===== config.mk =====
export PLATFORM = sky130hd
export DESIGN_NAME = dns_question_parser_top
export DESIGN_NICKNAME = d
export VERILOG_FILES = /design/src/design/dnsqp_pkg.sv /design/src/design/dns_question_parser_top.sv /design/src/design/dnsqp_parse.sv /design/src/design/dnsqp_outbuf.sv
export SDC_FILE = /design/constraint.sdc
export NUM_CORES = 1
export LEC_CHECK = 0
export ABC_AREA = 1
export BUFFER_PORTS_ARGS = -buffer_cell sky130_fd_sc_hd__buf_2
export CAP_MARGIN = 20
export CELL_PAD_IN_SITES_DETAIL_PLACEMENT = 0
export CELL_PAD_IN_SITES_GLOBAL_PLACEMENT = 2
export CORE_ASPECT_RATIO = 0.7
export CORE_UTILIZATION = 33
export CTS_CLUSTER_SIZE = 12
export DETAILED_ROUTE_END_ITERATION = 7
export GPL_ROUTABILITY_DRIVEN = 0
export PLACE_DENSITY = 0.78
export SYNTH_ARGS = -nofsm -noshare
export SYNTH_HDL_FRONTEND = slang
export SYNTH_SLANG_ARGS = --single-unit

===== constraint.sdc =====
create_clock -name clk_i -period 6.5 [get_ports clk_i]
set_input_delay 0 -clock clk_i [delete_from_list [all_inputs] [get_ports clk_i]]
set_output_delay 0 -clock clk_i [all_outputs]
set_load 0.02 [all_outputs]

===== src/design/dnsqp_pkg.sv =====
// Shared types, constants and helpers for the DNS question parser.
// Depends on nothing; every other file in this block imports it.
package dnsqp_pkg;

  localparam int unsigned HeaderBytes = 12;
  localparam int unsigned MaxLabel    = 63;
  localparam int unsigned TailBytes   = 4;

  localparam logic [7:0] DotChar      = 8'd46;
  localparam logic [7:0] NameLimitRst = 8'd255;

  // Width of the packed result word on the output stream.
  localparam int unsigned OutDataW    = 56;

  typedef enum logic [2:0] {
    PH_HEADER = 3'd0,
    PH_LENGTH = 3'd1,
    PH_LABEL  = 3'd2,
    PH_TAIL   = 3'd3,
    PH_DONE   = 3'd4
  } phase_e;

  typedef enum logic [2:0] {
    ST_OK        = 3'd0,
    ST_SHORT     = 3'd1,
    ST_LONG_LBL  = 3'd2,
    ST_TRUNC     = 3'd3,
    ST_EMPTY     = 3'd4,
    ST_NAME_LONG = 3'd5
  } status_e;

  typedef enum logic [2:0] {
    TC_A     = 3'd0,
    TC_AAAA  = 3'd1,
    TC_NS    = 3'd2,
    TC_CNAME = 3'd3,
    TC_MX    = 3'd4,
    TC_TXT   = 3'd5,
    TC_SRV   = 3'd6,
    TC_OTHER = 3'd7
  } type_class_e;

  typedef struct packed {
    logic        final_res;
    logic [8:0]  query_length;
    logic [15:0] query_class;
    logic [2:0]  type_class;
    logic [15:0] query_type;
    logic [2:0]  status;
    logic [7:0]  name_char;
  } result_t;

  function automatic logic [2:0] classify(input logic [15:0] qtype);
    logic [2:0] tc;
    case (qtype)
      16'd1:   tc = TC_A;
      16'd28:  tc = TC_AAAA;
      16'd2:   tc = TC_NS;
      16'd5:   tc = TC_CNAME;
      16'd15:  tc = TC_MX;
      16'd16:  tc = TC_TXT;
      16'd33:  tc = TC_SRV;
      default: tc = TC_OTHER;
    endcase
    return tc;
  endfunction

endpackage


===== src/design/dns_question_parser_top.sv =====
// Top level of the DNS question section parser.
// Instantiates dnsqp_parse and dnsqp_outbuf; uses dnsqp_pkg.
//
//  Channel   Direction  Word contents
//  s_axis    in         tdata[7:0] packet byte, tlast marks the final message byte
//  m_axis    out        tuser final result flag, tdata name char / status / query fields
//  cfg       in         cfg_wdata_i is the name limit, written when cfg_we_i is high
//
// Each input word is registered, decoded combinationally by the parse logic,
// and any result is written to a two-entry output buffer, so a word can be
// accepted every cycle while the output is drained. A stalled output fills
// the buffer and then holds the input register, which in turn drops
// s_axis_tready. Reset restores the header phase and a name limit of 255.
module dns_question_parser_top (
  input  logic                            clk_i,
  input  logic                            rst_ni,
  input  logic                            s_axis_tvalid,
  output logic                            s_axis_tready,
  // tdata: [7:0] packet_byte
  input  logic [7:0]                      s_axis_tdata,
  // tlast: last_byte
  input  logic                            s_axis_tlast,
  output logic                            m_axis_tvalid,
  input  logic                            m_axis_tready,
  // tdata: [7:0] name_char, [10:8] status, [26:11] query_type,
  //        [29:27] type_class, [45:30] query_class, [54:46] query_length, [55] zero
  output logic [dnsqp_pkg::OutDataW-1:0]  m_axis_tdata,
  // tuser: final_res
  output logic                            m_axis_tuser,
  input  logic                            cfg_we_i,
  input  logic [7:0]                      cfg_wdata_i
);
  import dnsqp_pkg::*;

  logic    res_valid;
  result_t res;
  logic    buf_space;
  result_t out_res;

  dnsqp_parse u_parse (
    .clk_i       (clk_i),
    .rst_ni      (rst_ni),
    .in_valid_i  (s_axis_tvalid),
    .in_byte_i   (s_axis_tdata),
    .in_last_i   (s_axis_tlast),
    .in_ready_o  (s_axis_tready),
    .cfg_we_i    (cfg_we_i),
    .cfg_wdata_i (cfg_wdata_i),
    .buf_ready_i (buf_space),
    .res_valid_o (res_valid),
    .res_o       (res)
  );

  dnsqp_outbuf u_outbuf (
    .clk_i       (clk_i),
    .rst_ni      (rst_ni),
    .push_i      (res_valid),
    .push_data_i (res),
    .space_o     (buf_space),
    .valid_o     (m_axis_tvalid),
    .data_o      (out_res),
    .pop_ready_i (m_axis_tready)
  );

  // The result struct without its flag is exactly the low 55 bits of tdata.
  assign m_axis_tdata = {1'b0, out_res.query_length, out_res.query_class,
                         out_res.type_class, out_res.query_type, out_res.status,
                         out_res.name_char};
  assign m_axis_tuser = out_res.final_res;

endmodule


===== src/design/dnsqp_parse.sv =====
// Input word register and per-byte parse logic of the DNS question parser.
// Holds the parse state and the name limit register; uses dnsqp_pkg.
module dnsqp_parse (
  input  logic                clk_i,
  input  logic                rst_ni,
  input  logic                in_valid_i,
  input  logic [7:0]          in_byte_i,
  input  logic                in_last_i,
  output logic                in_ready_o,
  input  logic                cfg_we_i,
  input  logic [7:0]          cfg_wdata_i,
  input  logic                buf_ready_i,
  output logic                res_valid_o,
  output dnsqp_pkg::result_t  res_o
);
  import dnsqp_pkg::*;

  logic        in_valid_q;
  logic [7:0]  in_byte_q;
  logic        in_last_q;
  logic [7:0]  name_limit_q;

  phase_e      phase_q, phase_d;
  logic [3:0]  cnt_q, cnt_d;
  logic [5:0]  lab_q, lab_d;
  logic [7:0]  name_len_q, name_len_d;
  logic [8:0]  wire_len_q, wire_len_d;
  logic [23:0] hold_q, hold_d;

  logic        fire;
  logic        have_res;
  result_t     res;
  logic        over_limit;
  logic [15:0] qtype;

  assign fire       = in_valid_q && buf_ready_i;
  assign in_ready_o = !in_valid_q || fire;

  always_ff @(posedge clk_i or negedge rst_ni) begin
    if (!rst_ni) begin
      in_valid_q <= 1'b0;
    end else if (in_ready_o) begin
      in_valid_q <= in_valid_i;
    end
  end

  always_ff @(posedge clk_i) begin
    if (in_ready_o && in_valid_i) begin
      in_byte_q <= in_byte_i;
      in_last_q <= in_last_i;
    end
  end

  always_ff @(posedge clk_i or negedge rst_ni) begin
    if (!rst_ni) begin
      name_limit_q <= NameLimitRst;
    end else if (cfg_we_i) begin
      name_limit_q <= cfg_wdata_i;
    end
  end

  // One more dotted character would exceed the configured limit.
  assign over_limit = ({1'b0, name_len_q} + 9'd1) > {1'b0, name_limit_q};
  assign qtype      = hold_q[23:8];

  always_comb begin
    phase_d    = phase_q;
    cnt_d      = cnt_q;
    lab_d      = lab_q;
    name_len_d = name_len_q;
    wire_len_d = wire_len_q;
    hold_d     = hold_q;
    have_res   = 1'b0;
    res        = '0;

    case (phase_q)
      PH_HEADER: begin
        if (in_last_q) begin
          have_res = 1'b1;
          res.final_res = 1'b1;
          res.status = ST_SHORT;
          phase_d = PH_DONE;
        end else if (cnt_q == 4'(HeaderBytes - 1)) begin
          cnt_d = '0;
          phase_d = PH_LENGTH;
        end else begin
          cnt_d = cnt_q + 4'd1;
        end
      end
      PH_LENGTH: begin
        if (in_byte_q == 8'd0) begin
          if (name_len_q == 8'd0) begin
            have_res = 1'b1;
            res.final_res = 1'b1;
            res.status = ST_EMPTY;
            phase_d = PH_DONE;
          end else if (in_last_q) begin
            have_res = 1'b1;
            res.final_res = 1'b1;
            res.status = ST_TRUNC;
            phase_d = PH_DONE;
          end else begin
            wire_len_d = wire_len_q + 9'd1;
            cnt_d = '0;
            hold_d = '0;
            phase_d = PH_TAIL;
          end
        end else if (in_byte_q > 8'(MaxLabel)) begin
          have_res = 1'b1;
          res.final_res = 1'b1;
          res.status = ST_LONG_LBL;
          phase_d = PH_DONE;
        end else if (in_last_q) begin
          have_res = 1'b1;
          res.final_res = 1'b1;
          res.status = ST_TRUNC;
          phase_d = PH_DONE;
        end else if (name_len_q != 8'd0 && over_limit) begin
          have_res = 1'b1;
          res.final_res = 1'b1;
          res.status = ST_NAME_LONG;
          phase_d = PH_DONE;
        end else begin
          wire_len_d = wire_len_q + 9'd1;
          lab_d = in_byte_q[5:0];
          phase_d = PH_LABEL;
          // Labels after the first are preceded by a dot.
          if (name_len_q != 8'd0) begin
            name_len_d = name_len_q + 8'd1;
            have_res = 1'b1;
            res.name_char = DotChar;
          end
        end
      end
      PH_LABEL: begin
        if (in_last_q) begin
          have_res = 1'b1;
          res.final_res = 1'b1;
          res.status = ST_TRUNC;
          phase_d = PH_DONE;
        end else if (over_limit) begin
          have_res = 1'b1;
          res.final_res = 1'b1;
          res.status = ST_NAME_LONG;
          phase_d = PH_DONE;
        end else begin
          name_len_d = name_len_q + 8'd1;
          wire_len_d = wire_len_q + 9'd1;
          lab_d = lab_q - 6'd1;
          if (lab_q == 6'd1) begin
            phase_d = PH_LENGTH;
          end
          have_res = 1'b1;
          res.name_char = in_byte_q;
        end
      end
      PH_TAIL: begin
        if (cnt_q < 4'(TailBytes - 1)) begin
          if (in_last_q) begin
            have_res = 1'b1;
            res.final_res = 1'b1;
            res.status = ST_TRUNC;
            phase_d = PH_DONE;
          end else begin
            hold_d = {hold_q[15:0], in_byte_q};
            cnt_d = cnt_q + 4'd1;
          end
        end else begin
          have_res = 1'b1;
          res.final_res = 1'b1;
          res.status = ST_OK;
          res.query_type = qtype;
          res.type_class = classify(qtype);
          res.query_class = {hold_q[7:0], in_byte_q};
          res.query_length = wire_len_q + 9'(TailBytes);
          phase_d = PH_DONE;
        end
      end
      PH_DONE: begin
        // Remaining bytes of the message are dropped.
      end
      default: begin
        phase_d = PH_HEADER;
      end
    endcase

    // The final byte of a message always returns the parser to its start.
    if (in_last_q) begin
      phase_d    = PH_HEADER;
      cnt_d      = '0;
      lab_d      = '0;
      name_len_d = '0;
      wire_len_d = '0;
      hold_d     = '0;
    end
  end

  always_ff @(posedge clk_i or negedge rst_ni) begin
    if (!rst_ni) begin
      phase_q    <= PH_HEADER;
      cnt_q      <= '0;
      lab_q      <= '0;
      name_len_q <= '0;
      wire_len_q <= '0;
      hold_q     <= '0;
    end else if (fire) begin
      phase_q    <= phase_d;
      cnt_q      <= cnt_d;
      lab_q      <= lab_d;
      name_len_q <= name_len_d;
      wire_len_q <= wire_len_d;
      hold_q     <= hold_d;
    end
  end

  assign res_valid_o = fire && have_res;
  assign res_o       = res;

endmodule


===== src/design/dnsqp_outbuf.sv =====
// Two-entry result buffer that decouples the parser from the output stream.
// Stores dnsqp_pkg::result_t words; uses dnsqp_pkg.
module dnsqp_outbuf (
  input  logic                clk_i,
  input  logic                rst_ni,
  input  logic                push_i,
  input  dnsqp_pkg::result_t  push_data_i,
  output logic                space_o,
  output logic                valid_o,
  output dnsqp_pkg::result_t  data_o,
  input  logic                pop_ready_i
);
  import dnsqp_pkg::*;

  result_t    mem_q [2];
  logic       wr_ptr_q;
  logic       rd_ptr_q;
  logic [1:0] cnt_q;
  logic       pop;

  assign valid_o = cnt_q != 2'd0;
  assign space_o = cnt_q != 2'd2;
  assign pop     = valid_o && pop_ready_i;
  assign data_o  = mem_q[rd_ptr_q];

  always_ff @(posedge clk_i) begin
    if (push_i) begin
      mem_q[wr_ptr_q] <= push_data_i;
    end
  end

  always_ff @(posedge clk_i or negedge rst_ni) begin
    if (!rst_ni) begin
      wr_ptr_q <= 1'b0;
      rd_ptr_q <= 1'b0;
      cnt_q    <= '0;
    end else begin
      if (push_i) begin
        wr_ptr_q <= ~wr_ptr_q;
      end
      if (pop) begin
        rd_ptr_q <= ~rd_ptr_q;
      end
      case ({push_i, pop})
        2'b10:   cnt_q <= cnt_q + 2'd1;
        2'b01:   cnt_q <= cnt_q - 2'd1;
        default: cnt_q <= cnt_q;
      endcase
    end
  end

endmodule


# After elaboration in Yosys (flattened, before gate mapping)
# Memory sizes are Yosys's and may differ from the RTL's.
# Index checks and enable logic that the tools add are counted.
# Widths: inputs -> output; s select.
[word_totals]
in_bits = 22
ramBits = 112
reg_bits = 76
memories = 1
[op_classes]
bitwise = 2
eq_ne = 31
reduce_logical = 22
addsub = 8
magnitude_cmp = 3
n_mux = 82
[mem_list]
columns = ["memory", "depth", "word_bits", "read_ports", "rd_ports_with_merged_regs", "write_ports", "line_no", "rtl"]
rows = [
  ["u_outbuf.mem_q", 2, 56, 1, 0, 1, "dnsqp_outbuf.sv:15", "result_t mem_q [2];"],
]
[ops]
columns = ["op", "n"]
rows = [
  ["$mux 24", 4],
  ["$mux 44", 2],
  ["$mux 8", 11],
  ["$mux 9", 6],
  ["$mux 3", 16],
  ["$pmux 24 s2", 1],
  ["$mux 6", 7],
  ["$eq 16x5->1 const B", 2],
  ["$pmux 8 s2", 2],
  ["$pmux 3 s7", 1],
  ["$mux 4", 5],
  ["$ne 3x2->1 const B", 6],
  ["$pmux 9 s2", 1],
  ["$mux 1", 17],
  ["$eq 16x1->1 const B", 1],
  ["$eq 16x2->1 const B", 1],
  ["$eq 16x3->1 const B", 1],
  ["$eq 16x4->1 const B", 1],
  ["$eq 16x6->1 const B", 1],
  ["$logic_not 8->1", 2],
  ["$pmux 3 s5", 1],
  ["$reduce_and 5->1", 3],
  ["$ne 3x1->1 const B", 4],
  ["$pmux 3 s4", 1],
  ["39 further kinds", 51],
]

# Longest topological paths before layout
# Gate-level depths: netlist of the first run.
[logic_depth]
word_depth = 11
mapped_depth = 20
depth_no_buf = 19

# Cells and area by module
# A second synthesis of the first run with hierarchy kept.
[unflattened]
hier_cells = 978
hier_area_um2 = 9165.0
[modules_own_cells]
columns = ["mod", "seq_area_each_um2", "area_each_um2", "instances", "cells_per_inst"]
rows = [
  ["dnsqp_parse", 1856.8, 4874.7, 1, 655],
  ["dnsqp_outbuf", 3463.3, 4279.1, 1, 321],
  ["dns_question_parser_top", 0.0, 11.3, 1, 2],
]

# Least setup slack after synthesis of the first run
# OpenSTA, ideal clock, no wires.
[synth_timing]
path_type = "register to register"
from = "reg u_parse.name_len_q[0]"
to = "mem u_outbuf.mem_q[1][0] (netlist name), enable pin"
required_ns = 6.030
synth_period_minus_slack_ns = 4.199
arrival_ns = 3.729
stages_incl_launch_ff = 10
setup_time_ns = 0.470
path_slack_ns = 2.301
n_path_buf = 0
path_cell_list = "dfrtp_1 > inv_1 > ha_1 > nor3b_1 > nand2_2 > o21ai_0 > nand2_1 > nand3b_1 > nand2_1 > nor2_1"
[synth_between]
elab_chain_cells = 11
[synth_rtl]
columns = ["item", "line_no", "rtl"]
rows = [
  ["from (decl)", "dnsqp_parse.sv:26", "logic [7:0] name_len_q, name_len_d;"],
  ["from (signal assigned)", "dnsqp_parse.sv:210", "name_len_q <= name_len_d;"],
  ["$add 8x1->9", "dnsqp_parse.sv:63", "assign over_limit = ({1'b0, name_len_q} + 9'd1) > {1'b0, name_limit_q};"],
  ["$gt 9x8->1", "dnsqp_parse.sv:63", ""],
  ["$logic_and 1x1->1", "dnsqp_parse.sv:118", "end else if (name_len_q != 8'd0 && over_limit) begin"],
  ["$mux 1", "dnsqp_parse.sv:118", ""],
  ["$mux 1", "dnsqp_parse.sv:113", "end else if (in_last_q) begin"],
  ["$mux 1", "dnsqp_parse.sv:108", "end else if (in_byte_q > 8'(MaxLabel)) begin"],
  ["$mux 1 *", "dnsqp_parse.sv:91", "if (in_byte_q == 8'd0) begin"],
  ["$pmux 1 s4 *", "dnsqp_parse.sv:76", "case (phase_q)"],
  ["$logic_and 1x1->1 *", "dnsqp_parse.sv:216", "assign res_valid_o = fire && have_res;"],
  ["$mux 1 *", "dnsqp_outbuf.sv:27", "if (push_i) begin"],
  ["$mux 1 (not written as such) *", "dnsqp_outbuf.sv:28", "mem_q[wr_ptr_q] <= push_data_i;"],
  ["to (decl)", "dnsqp_outbuf.sv:15", ""],
]
# Every way passes the cells marked *; elsewhere a longest branch is shown, timed or not.

# Worst setup path after layout of the first run
[layout_timing]
from = "reg u_parse.name_len_q[0]"
to = "mem u_outbuf.mem_q[1][38] (netlist name), enable pin"
# The elaborated chain is that of the path after synthesis.

==> results of run 1 <==
[worst max-delay path: stages, from the launching register on]
cell      delay (ns)
dfrtp_1         0.45
inv_1           0.09
ha_1            0.14
nor3b_1         0.22
nand2_2         0.15
o21ai_0         0.22
nand2_1         0.10
nand3b_1        0.12
nand2_1         0.14
nor2_4          0.66
buf_4           0.51
[report_power, final]
part | leakage (nW) | internal, mW | switching (mW)
clock network | 0.298 | 0.646 | 0.458
logic | 2.38 | 0.457 | 1.19
registers | 2.03 | 1.59 | 0.110
[sequential cells by signal (all words and copies together) (netlist names)]
signal / flops
u_outbuf.wr_ptr_q: 1
u_parse.wire_len_q: 9
u_parse.name_len_q: 8
u_parse.phase_q: 3
u_outbuf.mem_q: 112
u_parse.in_byte_q: 8
u_parse.hold_q: 24
u_outbuf.cnt_q: 2
u_parse.in_last_q: 1
u_parse.cnt_q: 4
u_parse.lab_q: 6
u_parse.in_valid_q: 1
u_parse.name_limit_q: 8
u_outbuf.rd_ptr_q: 1
[final timing paths]
path                                      endpoint                   from  slack [ns]  cells after the start
max                          u_outbuf.mem_q[1][38]  u_parse.name_len_q[0]        3.30                     10
min                        u_parse.name_limit_q[0]               cfg_we_i        0.03                      2
max in group asynchronous        u_outbuf.rd_ptr_q                 rst_ni        5.53                      3
max reg2reg                  u_outbuf.mem_q[1][38]  u_parse.name_len_q[0]        3.30                     10
min in group asynchronous        u_outbuf.cnt_q[1]                 rst_ni        0.33                      3
min reg2reg                      u_outbuf.wr_ptr_q      u_outbuf.wr_ptr_q        0.48                      2
[metal layers]
layer	up-vias	GRT usage	routed length, microns
met5	-	0	0
met2	148	0.209	8310
met3	11	0.0322	1180
li1	3301	-	-
met4	0	0.0367	167
met1	3010	0.278	12200
[through the flow]
step,cells,utilization,hold WS [ns]
2_1_floorplan,940,-,-0.296
3_3_place_gp,1352,0.369,0.190
3_5_place_dp,1352,0.369,0.189
4_1_cts,1418,0.406,0.00584
5_1_grt,1419,0.407,0.0334
6_report,1419,0.407,0.0310
[kinds of logic (layout without fill, tap and decap cells)]
family | Yosys count | in the layout | synth area share
XOR/XNOR | 17 | 17 | 0.0167
flip-flops | 188 | 188 | 0.597
adder cells (fa/ha/maj) | 16 | 16 | 0.0225
buffers and inverters | 130 | 252 | 0.0612
multiplexers | 1 | 1 | 0.00126
AO/OA/AOI/OAI | 92 | 92 | 0.0594
AND/OR/NAND/NOR | 495 | 495 | 0.241
other | 1 | 1 | 0.000421
[layout by cell type, fill, tap and decap left out, drive strengths merged, types with 2 or more instances in the layout]
| master | instances |
|---|---|
| o22ai | 2 |
| nand4 | 19 |
| o21ai | 61 |
| o211ai | 4 |
| nor2 | 93 |
| o21a | 2 |
| clkinvlp | 2 |
| o31ai | 2 |
| dlygate4sd3 | 34 |
| edfxtp | 121 |
| a21boi | 2 |
| dfrtp | 59 |
| a21oi | 17 |
| dfstp | 8 |
| nand2 | 307 |
| xor2 | 14 |
| clkinv | 6 |
| nor3 | 14 |
| nor3b | 3 |
| xnor2 | 3 |
| buf | 88 |
| and3 | 3 |
| ha | 16 |
| bufinv | 4 |
| clkbuf | 18 |
| inv | 100 |
| nand3 | 52 |
[cell type report]
| class | count | area, sq um |
|---|---|---|
| fillers | 2607 | 15500 |
| flip-flops and latches | 188 | 5320 |
| repair buffers | 122 | 816 |
| clock inverters | 14 | 193 |
| multi-input cells | 622 | 3060 |
| clock buffers | 18 | 429 |
| well taps | 357 | 447 |
| inverters | 98 | 368 |
==> impl_metrics.env, run 1 <==
export IMPL_worstPathRequired_ns=6.58
export IMPL_netlist_area_leader_share=0.408
export IMPL_dieArea_sq_um=27700
export IMPL_ys_ff_latch=188
export IMPL_path_max_fanout=32
export IMPL_htree_levels=4
export IMPL_area_delta_synth_final_pct=19.3
export IMPL_slew_viol_final=0
export IMPL_clk_latency_ns=0.43
export IMPL_finalSetupViolations=0
export IMPL_vias=6470
export IMPL_cts_setup_buffers=0
export IMPL_p_per_area_nw_per_um2=419
export IMPL_clock_root_buffer="clkbuf_16"
export IMPL_die_y_microns=139
export IMPL_chipWidth_microns=198
export IMPL_cts_buffers=17
export IMPL_io_pin_count=81
export IMPL_start_util=0.341
export IMPL_overflow=0
export IMPL_ir_drop_uv=283
export IMPL_synthArstFlopShare=0.356
export IMPL_grt_pass1_vias=6031
export IMPL_min_period_over_period=0.492
export IMPL_cp_start_kind="flip-flop"
export IMPL_dp_hpwl_mm=15.0
export IMPL_syn_area_sq_um=8910
export IMPL_ys_types=47
export IMPL_rows=49
export IMPL_tns_ns=0
export IMPL_portBuffers=79
export IMPL_crit_type="flip-flop to flip-flop"
export IMPL_cts_buffer_depth=2
export IMPL_postLayoutCellArea_sq_um=10600
export IMPL_p_total_mw=4.45
export IMPL_grt_max_degree=68
export IMPL_antenna_found_initial=1
export IMPL_synth_edff_count=121
export IMPL_crit_path_end_kind="flip-flop"
export IMPL_antennaDiodeCount=0
export IMPL_seq_area_frac_synth=0.597
export IMPL_rsz0062_at_grt="false"
export IMPL_holdBufCountCts=34
export IMPL_cts_sinks=188
export IMPL_post_route_drc_count=0
export IMPL_gr_usage_all_layers=0.165
export IMPL_yosysMostFrequentCell="nand2_1"
export IMPL_crit_arrival_ns=3.28
export IMPL_status="finished clean"
export IMPL_min_period_ns=3.20
export IMPL_setup_ws_ns=3.30
export IMPL_worst_slew_pin_slew_ns=0.934
export IMPL_layout_nets=1087
export IMPL_power_leakage_nw=4.70
export IMPL_skew_ns=0.0129
export IMPL_holdCritPathClass="input port to flip-flop"
export IMPL_clk_pin_slew_ns=0.07
export IMPL_postCtsResizedCells=0
export IMPL_yosys_warnings=0
export IMPL_synth_area_leaders="edfxtp_1 41%, dfrtp_1 17%, nand2_1 12%, inv_1 3.8%, nor2_1 3.7%"
export IMPL_grt_pass1_wl_mm=34.5
export IMPL_ys_top_cells_by_count="290 x nand2_1, 121 x edfxtp_1, 90 x inv_1"
export IMPL_drtPass1Iterations=6
export IMPL_core_area_sq_um=26100
export IMPL_hold_viol=0
export IMPL_synthCells=940
export IMPL_maxCapViolCount=0
export IMPL_cts_tree="built"
export IMPL_synth_avg_cell_area_sq_um=9.48
export IMPL_drive_gt1_frac=0.168
export IMPL_syn_nets=978
export IMPL_drt_first_iter_violations=470
export IMPL_wirelength_mm=21.8
export IMPL_pre_cts_ws_ns=3.22
export IMPL_synth_largest_area_cell="edfxtp_1"
export IMPL_wl_per_cell_microns=15.4
export IMPL_fmax_ghz=0.312
export IMPL_maxSlewHeadroom=0.377
export IMPL_placed_area_sq_um=9650
export IMPL_ant_nets=0
export IMPL_synthFlopType="edfxtp_1"
export IMPL_routed_via_density=4.56
Power figures use the tool's default switching activity.
==> inputs of run 2 (changes only) <==
--- a/config.mk
+++ b/config.mk
@@ -5,7 +5,7 @@
 export SDC_FILE = /design/constraint.sdc
 export NUM_CORES = 1
 export LEC_CHECK = 0
-export ABC_AREA = 1
+export ABC_AREA = 0
 export BUFFER_PORTS_ARGS = -buffer_cell sky130_fd_sc_hd__buf_2
 export CAP_MARGIN = 20
 export CELL_PAD_IN_SITES_DETAIL_PLACEMENT = 0
@@ -15,7 +15,7 @@
 export CTS_CLUSTER_SIZE = 12
 export DETAILED_ROUTE_END_ITERATION = 7
 export GPL_ROUTABILITY_DRIVEN = 0
-export PLACE_DENSITY = 0.78
+export PLACE_DENSITY = 0.74
 export SYNTH_ARGS = -nofsm -noshare
 export SYNTH_HDL_FRONTEND = slang
 export SYNTH_SLANG_ARGS = --single-unit
==> constraint.sdc (replaced) <==
create_clock -name clk_i -period 3 [get_ports clk_i]
set_input_delay 0 -clock clk_i [delete_from_list [all_inputs] [get_ports clk_i]]
set_output_delay 0 -clock clk_i [all_outputs]
set_load 0.02 [all_outputs]
==> run 2 against run 1 <==
Effect of this change:
- the run now ends with setup timing left
- sequential cell count unchanged
- clock power increased by 90%
- via count decreased by 3.5%
- die area decreased by 2.2%
- core utilization increased by 3.7 points
- critical endpoint is now u_parse.wire_len_q[3]
- largest cell class unchanged
==> impl_metrics.env, run 2 <==
export IMPL_skew_ns=0.0112
export IMPL_synth_edff_count=121
export IMPL_dp_hpwl_mm=15.4
export IMPL_largest_register_ffs=112
export IMPL_violations="setup timing"
export IMPL_ys_ff_latch=188
export IMPL_cts_buffer_depth=2
export IMPL_ir_drop_uv=450
export IMPL_grt_pass1_wl_mm=34.3
export IMPL_grt_max_degree=49
export IMPL_overflow=0
export IMPL_fin_util=0.445
export IMPL_wirelength_mm=22.7
export IMPL_ys_types=59
export IMPL_synth_area_leaders="edfxtp_1 42%, dfrtp_1 17%, mux2_2 7.9%, nand2_1 4.1%, o21ai_0 2.9%"
export IMPL_fillers=2383
export IMPL_rr_startpoint="u_parse.name_len_q[0]"
export IMPL_worstReg2RegEnd="u_parse.wire_len_q[3]"
export IMPL_cts_tree="built"
export IMPL_p_total_mw=8.68
export IMPL_ant_nets=0
export IMPL_netlist_area_leader_share=0.417
export IMPL_worstPathRequired_ns=3.30
export IMPL_crit_slowest_cell="dfrtp_1"
export IMPL_final_common_cell="edfxtp_1"
export IMPL_maxSlewHeadroom=0.426
export IMPL_worst_slew_pin_slew_ns=0.862
export IMPL_synthFlopType="edfxtp_1"
export IMPL_area_delta_synth_final_pct=31.7
export IMPL_crit_arrival_ns=3.33
export IMPL_antennaDiodeCount=0
export IMPL_clk_latency_ns=0.44
export IMPL_clk_pin_slew_ns=0.07
export IMPL_synthArstFlopShare=0.356
export IMPL_drive_gt1_frac=0.338
export IMPL_tns_ns=-0.0275
export IMPL_rows=49
export IMPL_worstSetupPathDepth=15
export IMPL_dieArea_sq_um=27100
export IMPL_grt_pass1_vias=5895
export IMPL_largest_register="u_outbuf.mem_q"
export IMPL_wl_per_cell_microns=17.7
export IMPL_min_period_ns=3.03
export IMPL_start_util=0.337
export IMPL_cts_sinks=188
export IMPL_synth_avg_cell_area_sq_um=12.0
export IMPL_hold_viol=0
export IMPL_dp_cells=1193
export IMPL_antenna_found_initial=0
export IMPL_status="finished with violations"
export IMPL_crit_family="simple AND/OR/NAND/NOR gates"
export IMPL_slew_viol_final=0
export IMPL_seq_area_frac_synth=0.611
export IMPL_path_max_fanout=4
export IMPL_vias=6243
export IMPL_fmax_ghz=0.330
export IMPL_r2r_slack_ns=-0.03
export IMPL_crit_path_end_kind="flip-flop"
export IMPL_drtPass1Iterations=5
export IMPL_path_buf_inv=5
export IMPL_cp_start_kind="flip-flop"
export IMPL_clock_root_buffer="clkbuf_16"
export IMPL_final_cells=1283
export IMPL_post_route_drc_count=0
export IMPL_gr_usage_all_layers=0.170
export IMPL_htree_levels=4
export IMPL_maxCapViolCount=0
export IMPL_routed_via_density=4.87
export IMPL_setup_ws_ns=-0.0275
export IMPL_rr_worst_depth=15
export IMPL_cp_common_cell="buf_4"
export IMPL_pre_cts_ws_ns=-0.189
export IMPL_yosys_warnings=0
export IMPL_syn_area_sq_um=8710
export IMPL_p_per_area_nw_per_um2=757
export IMPL_synthCells=726
export IMPL_power_leakage_nw=4.46
export IMPL_finalSetupViolations=1
export IMPL_synth_largest_area_cell="edfxtp_1"
export IMPL_portBuffers=79
export IMPL_die_y_microns=138
export IMPL_cp_cell_sequence="buf_6, inv_4, nor3_4, nand3_2, xnor2_2, ha_1, and3_4, or3b_4, o211ai_1, buf_4, a21oi_4, buf_2, buf_4, o31ai_1, a21oi_2"
export IMPL_io_pin_count=81
export IMPL_drt_first_iter_violations=467
export IMPL_chipWidth_microns=196
export IMPL_syn_nets=764
export IMPL_min_period_over_period=1.01
export IMPL_top_regs="u_outbuf.mem_q (112), u_parse.hold_q (24), u_parse.wire_len_q (9)"
export IMPL_cpPeakStageDelay_ns=0.38
export IMPL_crit_type="flip-flop to flip-flop"
export IMPL_holdCritPathClass="input port to async pin"
export IMPL_rsz0062_at_grt="true"
export IMPL_ys_top_cells_by_count="121 x edfxtp_1, 94 x nand2_1, 61 x mux2_2"
export IMPL_layout_common_cells="121 x edfxtp_1, 94 x nand2_1, 80 x buf_2, 62 x buf_4, 59 x mux2_2"
export IMPL_layout_nets=951
export IMPL_core_area_sq_um=25800
export IMPL_cts_buffers=17
export IMPL_yosysMostFrequentCell="edfxtp_1"
-- run 2: changes by cell type after synthesis, moves of 18 or more --
cell and delta:
nand2_1 -196, nand3_1 -35, a21oi_1 +18, mux2_2 +60, nor2_1 -54, inv_1 -69, and2_1 +36
-- run 2: how the worst max path moves through the flow --
stage                                      from                    end  slack [ns]
final                     u_parse.name_len_q[0]  u_parse.wire_len_q[3]       -0.03
after global routing      u_parse.name_len_q[0]  u_parse.wire_len_q[3]       -0.15
after CTS                 u_parse.name_len_q[1]  u_parse.wire_len_q[4]       -0.01
after detailed placement  u_parse.name_len_q[1]  u_parse.wire_len_q[4]       -0.19
after global placement    u_parse.name_len_q[1]  u_parse.name_len_q[0]       -0.16
after floorplan           u_parse.name_len_q[0]   u_outbuf.mem_q[0][0]       -0.09
-- run 2: layer usage --
layer  track usage  wire length (microns)  share of wire  vias up
li1              -                      -              -     3018
met1         0.270                  12400           0.55     3068
met2         0.228                   9050           0.40      142
met3        0.0321                    997          0.044       15
met4        0.0495                    174         0.0077        0
met5             0                      0              0        -
-- run 2: kinds of logic (layout without fill, tap and decap cells) --
family,after synthesis,count (layout),share of synthesized area
flops,188,188,0.611
other cells,1,1,0.000431
simple gates,243,243,0.140
mux,63,63,0.0812
buf+inv,55,255,0.0246
compound gates,141,141,0.101
xor+xnor,19,19,0.0191
fa+ha+maj,16,16,0.0230
-- run 2: repair_timing --
action,CTS,global route
buffers inserted,5,7
hold endpoints to repair,49,0
setup endpoints to repair,24,155
pin swaps,13,25
cloned,1,10
gates resized for setup,13,40
hold buffers,35,0
-- run 2: final cells by class --
class | instances | area [sq um] | area share
Sequential cell | 188 | 5320 | 0.464
Clock inverter | 11 | 85.1 | 0.00742
Tap cell | 357 | 447 | 0.0389
Multi-Input combinational cell | 483 | 3390 | 0.296
Clock buffer | 21 | 440 | 0.0384
Inverter | 21 | 81.3 | 0.00709
Timing Repair Buffer | 202 | 1700 | 0.149
-- run 2: power breakdown --
part / leakage (nW) / switching (mW) / total (mW) / internal [mW]
Sequential: 1.99 / 0.273 / 3.50 / 3.23
Clock: 0.252 / 1.02 / 2.09 / 1.07
Combinational: 2.22 / 1.68 / 3.09 / 1.41
Total: 4.46 / 2.97 / 8.68 / 5.71
-- run 2: through the flow --
step | hold WS, ns | area [sq um]
6_report | 0.199 | 11500
5_1_grt | 0.234 | 11500
4_1_cts | 0.207 | 11000
3_5_place_dp | 0.161 | 10000
3_3_place_gp | 0.160 | 10000
2_1_floorplan | -0.296 | 8730
